File: src/rtl/core/hpmc_ram.sv
// Generic single-port synchronous RAM with registered read.
module hpmc_ram #(
  parameter int WIDTH = 8,
  parameter int DEPTH = 256
) (
  input  logic                     clk,
  input  logic                     we,
  input  logic [$clog2(DEPTH)-1:0] addr,
  input  logic [WIDTH-1:0]         wdata,
  output logic [WIDTH-1:0]         rdata
);

  logic [WIDTH-1:0] mem [DEPTH];

  always_ff @(posedge clk) begin
    if (we) begin
      mem[addr] <= wdata;
    end
    rdata <= mem[addr];
  end

endmodule

File: config.mk
export PLATFORM = sky130hd
export DESIGN_NAME = hpmc_ram
export DESIGN_NICKNAME = d
export VERILOG_FILES = /design/src/rtl/core/hpmc_ram.sv
export SDC_FILE = /design/constraint.sdc
export NUM_CORES = 2
export LEC_CHECK = 0
export ABC_AREA = 1
export ABC_CLOCK_PERIOD_IN_PS = 2110
export CORE_MARGIN = 8
export CORE_UTILIZATION = 35
export CTS_CLUSTER_DIAMETER = 50
export DETAILED_ROUTE_END_ITERATION = 8
export DONT_BUFFER_PORTS = 1
export SYNTH_ARGS = -nofsm -noshare
export SYNTH_HDL_FRONTEND = slang
export SYNTH_SLANG_ARGS = --single-unit
File: constraint.sdc
create_clock -name clk -period 2.11 [get_ports clk]
set_input_delay 0.1055 -clock clk [delete_from_list [all_inputs] [get_ports clk]]
set_output_delay 0.1055 -clock clk [all_outputs]
set_load 0.05 [all_outputs]
==> results.cfg <==
[job]
maxCapViolations = 0

[grt]
grt_overflow = 0
grt_max_degree = 813
antenna_found_initial = 12
grt_usage_pct = 17.1
grt_pass1_wl_um = 342000
grt_pass1_vias = 55700

[critical_path]
start_kind = input port
worstSetupPathType = input port to flop
worstRegToRegCells = 12
r2r_slack_ns = -0.02
r2r-start = mem[197][6]
crit_fanout = 812
crit_arrival_ns = 4.28
end_kind = flop
cp.required_ns = 2.84
r2r_end = rdata[6]

[sta]
period_minus_slack_ns = 3.55
fin_hold_ws_ns = -0.568
tightest_slew_ns = 3.63
maxSlewHeadroom_pct = -142
fin_ws_ns = -1.44
skew_ns = 0.0274
finalMaxSlewViolations = 502
fmax_mhz = 281
setup_viol = 1493
period_share_pct = 168
rsz0062_at_grt = no
hold_viol_final = 1875

[cts]
tritoncts = done
clock_latency_ns = 0.85
clk_path_buf_depth = 3
cts_sinks = 2056
postCtsSetupRepairBufs = 0
cts_buffers = 215
htreeDepth = 4
clock-root-buffer = clkbuf_16
hold_buffers = 6
cts.reportedPaths.clkPinSlew_ns = 0.06

[yosys]
syn_nets = 8039
yosys_warnings = 0
synth.cell_area_um2 = 84900
syn_area_per_cell_um2 = 10.6
seq_area_frac_synth_pct = 72.7
ys_ff_latch = 2056
synth.top_cell.area_share_pct = 72.5
synth.top_cells.by_area = edfxtp_1 (72%), nand2_1 (21%), nor2_1 (1.6%)
yosys.area.top_type = edfxtp_1
synth_cells = 8021
synth_cell_types = 18

[detailed_routing]
vias = 57000
drt_iter0_drc = 5629
wirelength_um = 227000
drc = 0
viasPerCell = 4.86
wl_per_cell_um = 19.4
drtAntennaViolNets = 0
dr.pass1.iters = 6

[power_and_ir_drop]
leakagePower_nw = 39.5
p_sw_w = 0.0189
p_sw_share_pct = 21.7
ir_worst_vdd_uv = 655
power_frac_comb_pct = 4.7
p_seq_share_pct = 51.8
power_density_nw_per_um2 = 878
power.internal_w = 0.0682
power.share.clock_pct = 43.5

[finish]
final_nets = 8378
layout_commonest_cell = nand2_1
syn2layout_area_growth_pct = 16.8
fillers = 22500
final_cell_mix = nand2_1 (4765), edfxtp_1 (2048), buf_4 (465), nor2_1 (348), clkbuf_16 (217)
fin_util_pct = 41.2
multiInputGateArea_um2 = 21300
drive_above_1_share_pct = 10.4
regArea_um2 = 61700

[status]
status = complete, but fails checks
violations = negative hold slack, max-slew violations, negative setup slack

[floorplanning]
placementRows = 180
coreArea_um2 = 241000
die_area_um2 = 258000
ios = 26
initial_core_util_pct = 35.2
die_h_um = 508
die_x_um = 508

[placement]
dp_hpwl_um = 126000
portBuffers = 0
dp_slack_ns = -0.789
routabilityCongestion = 0.822

[hold_path]
whs_path_depth = 0
hold_path_end = mem[162][0]
hold_class = input port to flop
hp-start = wdata[0]
-- area by class of cell --
type	instances	share of cell area [%]
Sequential cell	2056	62.2
Clock inverter	149	1.47
Antenna cell	3	0.00757
Multi-Input combinational cell	5513	21.5
Tap cell	3185	4.02
Clock buffer	256	5.69
Inverter	35	0.167
Timing Repair Buffer	539	4.96
-- worst max-delay path by stage --
stage | start | endpoint | slack (ns) | cells past startpoint
finish | addr[0] | rdata[6] | -1.44 | 14
global route | mem[241][6] | rdata[6] | 0.0002 | 12
CTS | mem[163][0] | rdata[0] | 0.001 | 12
detailed placement | addr[0] | rdata[0] | -0.79 | 16
global placement | addr[0] | rdata[0] | -0.81 | 16
floorplan | addr[1] | mem[234][0] | 0.16 | 10
-- registers in the layout (all words and copies together) (netlist names) --
register	count
mem	2048
rdata	8
-- synth_stat cells --
| library cell | n |
|---|---|
| nor2_8 | 1 |
| inv_4 | 2 |
| o21ai_0 | 41 |
| inv_2 | 2 |
| inv_1 | 31 |
| nor2_1 | 361 |
| clkbuf_1 | 170 |
| buf_1 | 52 |
| o21ai_1 | 119 |
| nand2_4 | 1 |
| nand3_1 | 188 |
| a21oi_1 | 32 |
| nand2_1 | 4770 |
| dfxtp_1 | 8 |
| buf_2 | 182 |
| edfxtp_1 | 2048 |
| buf_4 | 6 |
| buf_6 | 7 |
-- timing repair --
action,in CTS,in global routing
endpoints found under the setup margin,3,24
hold endpoints to repair,3527,2048
resized for setup,4,13
pin swaps,0,1
-- through the flow --
| stage | cells | power (W) | cell area [um^2] | TNS [ns] |
|---|---|---|---|---|
| floorplan | 8021 | 0.0486 | 84900 | 0 |
| global placement | 11300 | 0.0499 | 91900 | -101.86 |
| detailed placement | 11300 | 0.0500 | 91900 | -115.78 |
| CTS | 11700 | 0.0876 | 99100 | 0 |
| global route | 11700 | 0.0895 | 99100 | 0 |
| finish | 11700 | 0.0871 | 99100 | -604.80 |
-- worst max-delay path: stages --
cell and delay [ns]:
nand2_8 0.67, inv_6 0.17, buf_12 0.24, buf_4 0.17
nand2_1 0.05, nand3_1 0.14, nand2_1 0.09, nand2_1 0.09
o21ai_0 0.15, nand2_1 0.18, nor2_1 0.15, nor2_1 0.05
nor2_1 0.37, nand2_1 0.09
-- cell families (layout without fill, tap and decap cells) --
group | after synthesis | in the layout | synth area share [%]
AOI/OAI and AO/OA | 192 | 192 | 1.13
buffers and inverters | 452 | 979 | 2.36
DFF | 2056 | 2056 | 72.7
and+or+nand+nor | 5321 | 5321 | 23.8
other | 0 | 3 | 0
-- routing by layer --
metal  up-vias  routed length (um)  global-route usage (%)
li1      27100                   -                       -
met1     27600               96800                    23.3
met5         -                   0                       0
met4         0                7460                    5.50
met3       401               16400                    2.74
met2      1981              106000                    28.1
-- power by group through the flow --
stage	combinational [W]	clock [W]	sequential (W)
2_1_floorplan	0.00256	0	0.0460
3_3_place_gp	0.00399	0	0.0459
3_5_place_dp	0.00400	0	0.0460
4_1_cts	0.00405	0.0385	0.0451
5_1_grt	0.00447	0.0399	0.0451
6_report	0.00412	0.0378	0.0451
Power figures use the tool's default switching activity.
