## config.mk

```make
export PLATFORM = sky130hd
export DESIGN_NAME = hpmc_filter
export DESIGN_NICKNAME = d
export VERILOG_FILES = /design/src/rtl/core/hpmc_pkg.sv /design/src/rtl/core/hpmc_filter.sv
export SDC_FILE = /design/constraint.sdc
export NUM_CORES = 2
export LEC_CHECK = 0
export BUFFER_PORTS_ARGS = -buffer_cell sky130_fd_sc_hd__buf_2
export CELL_PAD_IN_SITES_DETAIL_PLACEMENT = 1
export CELL_PAD_IN_SITES_GLOBAL_PLACEMENT = 1
export CORE_MARGIN = 2
export CORE_UTILIZATION = 42
export DETAILED_ROUTE_END_ITERATION = 7
export PLACE_DENSITY_LB_ADDON = 0.1
export SYNTH_ARGS = -nofsm -noshare
export SYNTH_HDL_FRONTEND = slang
export SYNTH_SLANG_ARGS = --single-unit
```

## constraint.sdc

```tcl
create_clock -name clk -period 3.69 [get_ports clk]
set_input_delay 0.1845 -clock clk [delete_from_list [all_inputs] [get_ports clk]]
set_output_delay 0.1845 -clock clk [all_outputs]
set_load 0.02 [all_outputs]
```

## src/rtl/core/hpmc_pkg.sv

```systemverilog
// Shared constants, types and helpers of the half-pel motion compensation unit.
package hpmc_pkg;

  localparam int LINE_STRIDE = 256;
  localparam int PLANE_ROWS  = 256;
  localparam int MAX_BLOCK   = 16;

  localparam int HALF_LINE = LINE_STRIDE / 2;
  localparam int COL_W     = $clog2(LINE_STRIDE);
  localparam int ROW_W     = $clog2(PLANE_ROWS);
  localparam int MEM_DEPTH = 2 * PLANE_ROWS;
  localparam int MEM_AW    = $clog2(MEM_DEPTH);
  localparam int LINE_W    = LINE_STRIDE * 8;
  localparam int N_SMALL   = (MAX_BLOCK < 8) ? MAX_BLOCK : 8;
  localparam int N_LARGE   = (MAX_BLOCK < 16) ? MAX_BLOCK : 16;
  localparam int CW        = 14;
  localparam int PADDR_W   = 4;

  typedef enum logic [1:0] {
    REG_PICTURE_WIDTH    = 2'd0,
    REG_PICTURE_HEIGHT   = 2'd1,
    REG_ROUNDING_CONTROL = 2'd2,
    REG_NONE             = 2'd3
  } reg_index_t;

  typedef enum logic {
    MODE_WRITE   = 1'b0,
    MODE_PREDICT = 1'b1
  } mode_t;

  typedef logic signed [CW-1:0]         sv_t;
  typedef logic [LINE_STRIDE-1:0][7:0]  line_t;
  typedef logic [MAX_BLOCK:0][7:0]      pix_row_t;
  typedef logic [COL_W-1:0]             col_t;

  typedef struct packed {
    logic              mode;
    logic              plane;
    logic [7:0]        origin_row;
    logic [7:0]        origin_column;
    logic [7:0]        pixel_value;
    logic signed [11:0] mv_x;
    logic signed [11:0] mv_y;
    logic              large_block;
  } in_item_t;

  typedef struct packed {
    logic [3:0]  row_index;
    logic [63:0] pixels_low;
    logic [63:0] pixels_high;
    logic        last_row;
  } out_item_t;

  typedef struct packed {
    logic fx;
    logic fy;
    logic rc;
    logic blk16;
  } filt_ctrl_t;

  // Upper bound first, then the lower bound of zero wins.
  function automatic sv_t clamp_hi(sv_t v, sv_t hi);
    sv_t r;
    r = v;
    if (r > hi) r = hi;
    if (r < 0) r = '0;
    return r;
  endfunction

endpackage

```

## src/rtl/core/hpmc_filter.sv

```systemverilog
// Half-pel interpolation of one block row and the result register.
module hpmc_filter (
  input  logic                  clk,
  input  logic                  rst,
  input  logic                  valid,
  input  hpmc_pkg::filt_ctrl_t  ctrl,
  input  hpmc_pkg::pix_row_t    top,
  input  hpmc_pkg::pix_row_t    bot,
  input  logic [3:0]            row,
  input  logic                  last,
  output logic                  strobe,
  output hpmc_pkg::out_item_t   result
);

  logic [15:0][7:0] pix;

  always_comb begin
    logic [9:0] s;
    pix = '0;
    for (int x = 0; x < hpmc_pkg::MAX_BLOCK; x++) begin
      s = '0;
      unique case ({ctrl.fx, ctrl.fy})
        2'b00: s = {2'b00, top[x]};
        2'b10: s = 10'((11'(top[x]) + 11'(top[x+1]) + 11'd1 - 11'(ctrl.rc)) >> 1);
        2'b01: s = 10'((11'(top[x]) + 11'(bot[x]) + 11'd1 - 11'(ctrl.rc)) >> 1);
        2'b11: s = 10'((11'(top[x]) + 11'(top[x+1]) + 11'(bot[x]) + 11'(bot[x+1])
                       + 11'd2 - 11'(ctrl.rc)) >> 2);
        default: s = '0;
      endcase
      if (x < 8 || ctrl.blk16) pix[x] = s[7:0];
    end
  end

  always_ff @(posedge clk) begin
    if (rst) begin
      strobe <= 1'b0;
    end else begin
      strobe <= valid;
    end
    if (valid) begin
      result.row_index   <= row;
      result.pixels_low  <= pix[7:0];
      result.pixels_high <= pix[15:8];
      result.last_row    <= last;
    end
  end

endmodule

```

==> metrics <==
Worst Hold Path EP=result[128]; Final Setup Violations=0; Congestion Overflow GR=0; status=complete, no violations; cell row count=103; die area=82400 um2; Port Buf Inserts=417; PwrDens=445 nW/um2; die width=287 um; global-route wire length before repair=182000 um; Total Wirelength=117000 um; GPL Wtd Cong=0.875; hold crit path type=in2reg; synthesized flop and latch total=134; Worst EP arrival=3820 ps; CTS tree=yes; post-DR wirelength/cell=19.9 um; CTS buffer count=17; vias in the first global route=34000; Yosys top cell area share=26.8%; cell count after synthesis=3941; H-tree level count=4; Synth Flop Type=edfxtp_1; Clock transition at path regs=70 ps; xor/xnor cell area share of the yosys netlist=10.3%; top-count cell post-synth=inv_1; Yosys top cell by area=ha_1; Post-Syn Area=33600 um2; FMAX=281 MHz; RSZ-0062 raised after global routing=yes; final worst-path cycle share=96.3%; P&R area growth vs syn=22.7%; Synth Warn #=0; number of DRC markers in iteration 0=1214; Leak=21.8 nW; Post-Syn Nets=5105; async set-reset flop share out of synthesis=0%; Final HPWL DP=98500 um; CTS Buffer Depth=2; Pre-antenna DRT Iters=5; relative slew slack=35.6%; commonest cells in the netlist=inv_1 (892), ha_1 (720), a21oi_1 (250), xnor2_1 (213), o21ai_0 (189); core footprint=79100 um2; root buffer cell=clkbuf_16; crit path capture type=register; I/O Pins=418; Cell variety after synth=80; routing usage on met2=50.6%; Post-synth EDFFs=133; CTS sink count=134; All-Layer GR Usage=28.6%; Chip Height=287 um; worst-margin pin slew=964 ps; HP Start=top[63]; final hold viol count=0; Worst Path Required=3950 ps; largest net degree at the start of global routing=68; VDD IR max=0.273 mV; vias post-DR=31100; Core Util, Final=52.1%; DRC Markers=0; hold-critical path depth=3; post-route ant nets=0; Worst setup SP type=primary input; Max Slew Vio Count=0; maxcap violations=0; sequential-to-total area share from yosys stat=11.9%; layout cells sized above 1=21.9%; initial antenna violation count=17; Tmin final=3550 ps; crit-path max FO=3; FF/Latch Area=4010 um2; vias per cell=5.31; Post-Synth Adder-Cell Area=36.3%; total design power=18.4 mW; multiplexer share of the synthesized area=4.49%; gr busiest metal=met2; compound-cell area share of the yosys netlist=17.7%; largest family of logic cells by synthesized area=adder cells; simple-gate share of the synthesized area=8.68%; multi-input logic area=26200 um2; met3 GRT Util=3.92%; Starting Density=42.5%; nets@finish=5953; met1 usage=35.3%; fill cell count=9714; Mean Syn Cell Area=8.54 um2; largest cells by area after synthesis=ha_1 (27%), edfxtp_1 (12%), inv_1 (10%); WS Path Type=in2reg
-- kinds of logic (layout without fill, tap and decap cells) --
group / count (synthesis) / count (layout)
mux: 83 / 83
flops: 134 / 134
compound gates: 914 / 914
other cells: 0 / 8
fa+ha+maj: 880 / 880
xor+xnor: 382 / 382
simple gates: 595 / 595
buf+inv: 953 / 1814
-- worst max path at each step --
| stage | from | endpoint | slack [ps] |
|---|---|---|---|
| finish | top[120] | result[54] | 140 |
| global route | top[120] | result[64] | -20 |
| CTS | top[40] | result[112] | 80 |
| detailed placement | top[40] | result[112] | -470 |
| global placement | top[40] | result[112] | -360 |
| floorplan | top[120] | result[64] | -20 |
-- power by group --
| part | switching [mW] | internal (mW) | leakage, nW |
|---|---|---|---|
| clock | 0.867 | 1.07 | 0.284 |
| combinational | 7.25 | 6.85 | 20.2 |
| sequential | 0.158 | 2.17 | 1.30 |
-- routing by layer --
metal	vias up	routed length (um)
met5	-	54
met1	15200	50800
li1	15100	-
met3	171	4630
met2	576	57200
met4	8	4020
-- placed cells by master, fill, tap and decap left out, types with 15 or more instances in the layout --
master / n
buf_4: 460
nand2_1: 172
o21a_1: 60
mux2i_1: 26
o22ai_1: 15
a21oi_1: 236
nand3b_1: 21
ha_1: 715
inv_1: 891
o21ai_0: 185
clkbuf_16: 17
a211oi_1: 25
a21o_1: 106
xor2_1: 161
buf_2: 413
fa_1: 155
nand2b_1: 49
nand4_1: 15
mux4_2: 54
nor3_1: 54
edfxtp_1: 133
nor2_1: 147
a21oi_2: 16
nand3_1: 18
xnor2_1: 213
o211ai_1: 15
nor2b_1: 31
a21boi_0: 17
a31oi_1: 35
o21bai_1: 52
-- registers in the layout (all words and copies together) (netlist names) --
register / flops
result: 133
strobe: 1
-- critical path: stages --
cell	delay [ps]
buf_2	120
buf_4	150
ha_1	200
fa_1	390
a21o_1	180
a21oi_1	210
xor2_1	210
inv_1	100
fa_1	490
ha_1	300
o21ai_0	100
nand2b_1	110
a21oi_1	160
a21oi_1	60
buf_4	150
a21o_1	200
xor2_1	150
a221oi_2	240
a21oi_1	100
-- area by class of cell --
class	instances	area share, %
Antenna cell	8	0.0485
Timing Repair Buffer	888	13.9
Inverter	894	8.14
Clock inverter	10	0.315
Multi-Input combinational cell	2854	63.6
Sequential cell	134	9.73
Clock buffer	22	1.10
Tap cell	1050	3.18
-- per-stage QoR --
stage	area (um2)	std cells	hold slack (ps)	setup slack, ps	setup TNS [ps]
after global placement	40400	5809	340	-361	-11580
after global routing	41300	5860	109	-22.0	-38.9
after CTS	41100	5847	75.8	82.4	0
after floorplan	33700	3941	256	-17.7	-17.7
final	41300	5860	124	137	0
after detailed placement	40400	5809	345	-475	-18240
-- timing repair --
item,4_1_cts,5_1_grt
gates resized for setup,0,31
hold buffers,6,0
buffers inserted,0,5
setup endpoints to repair,0,21
endpoints found under the hold margin,6,0
No activity file was read; power rests on OpenSTA's default activity.
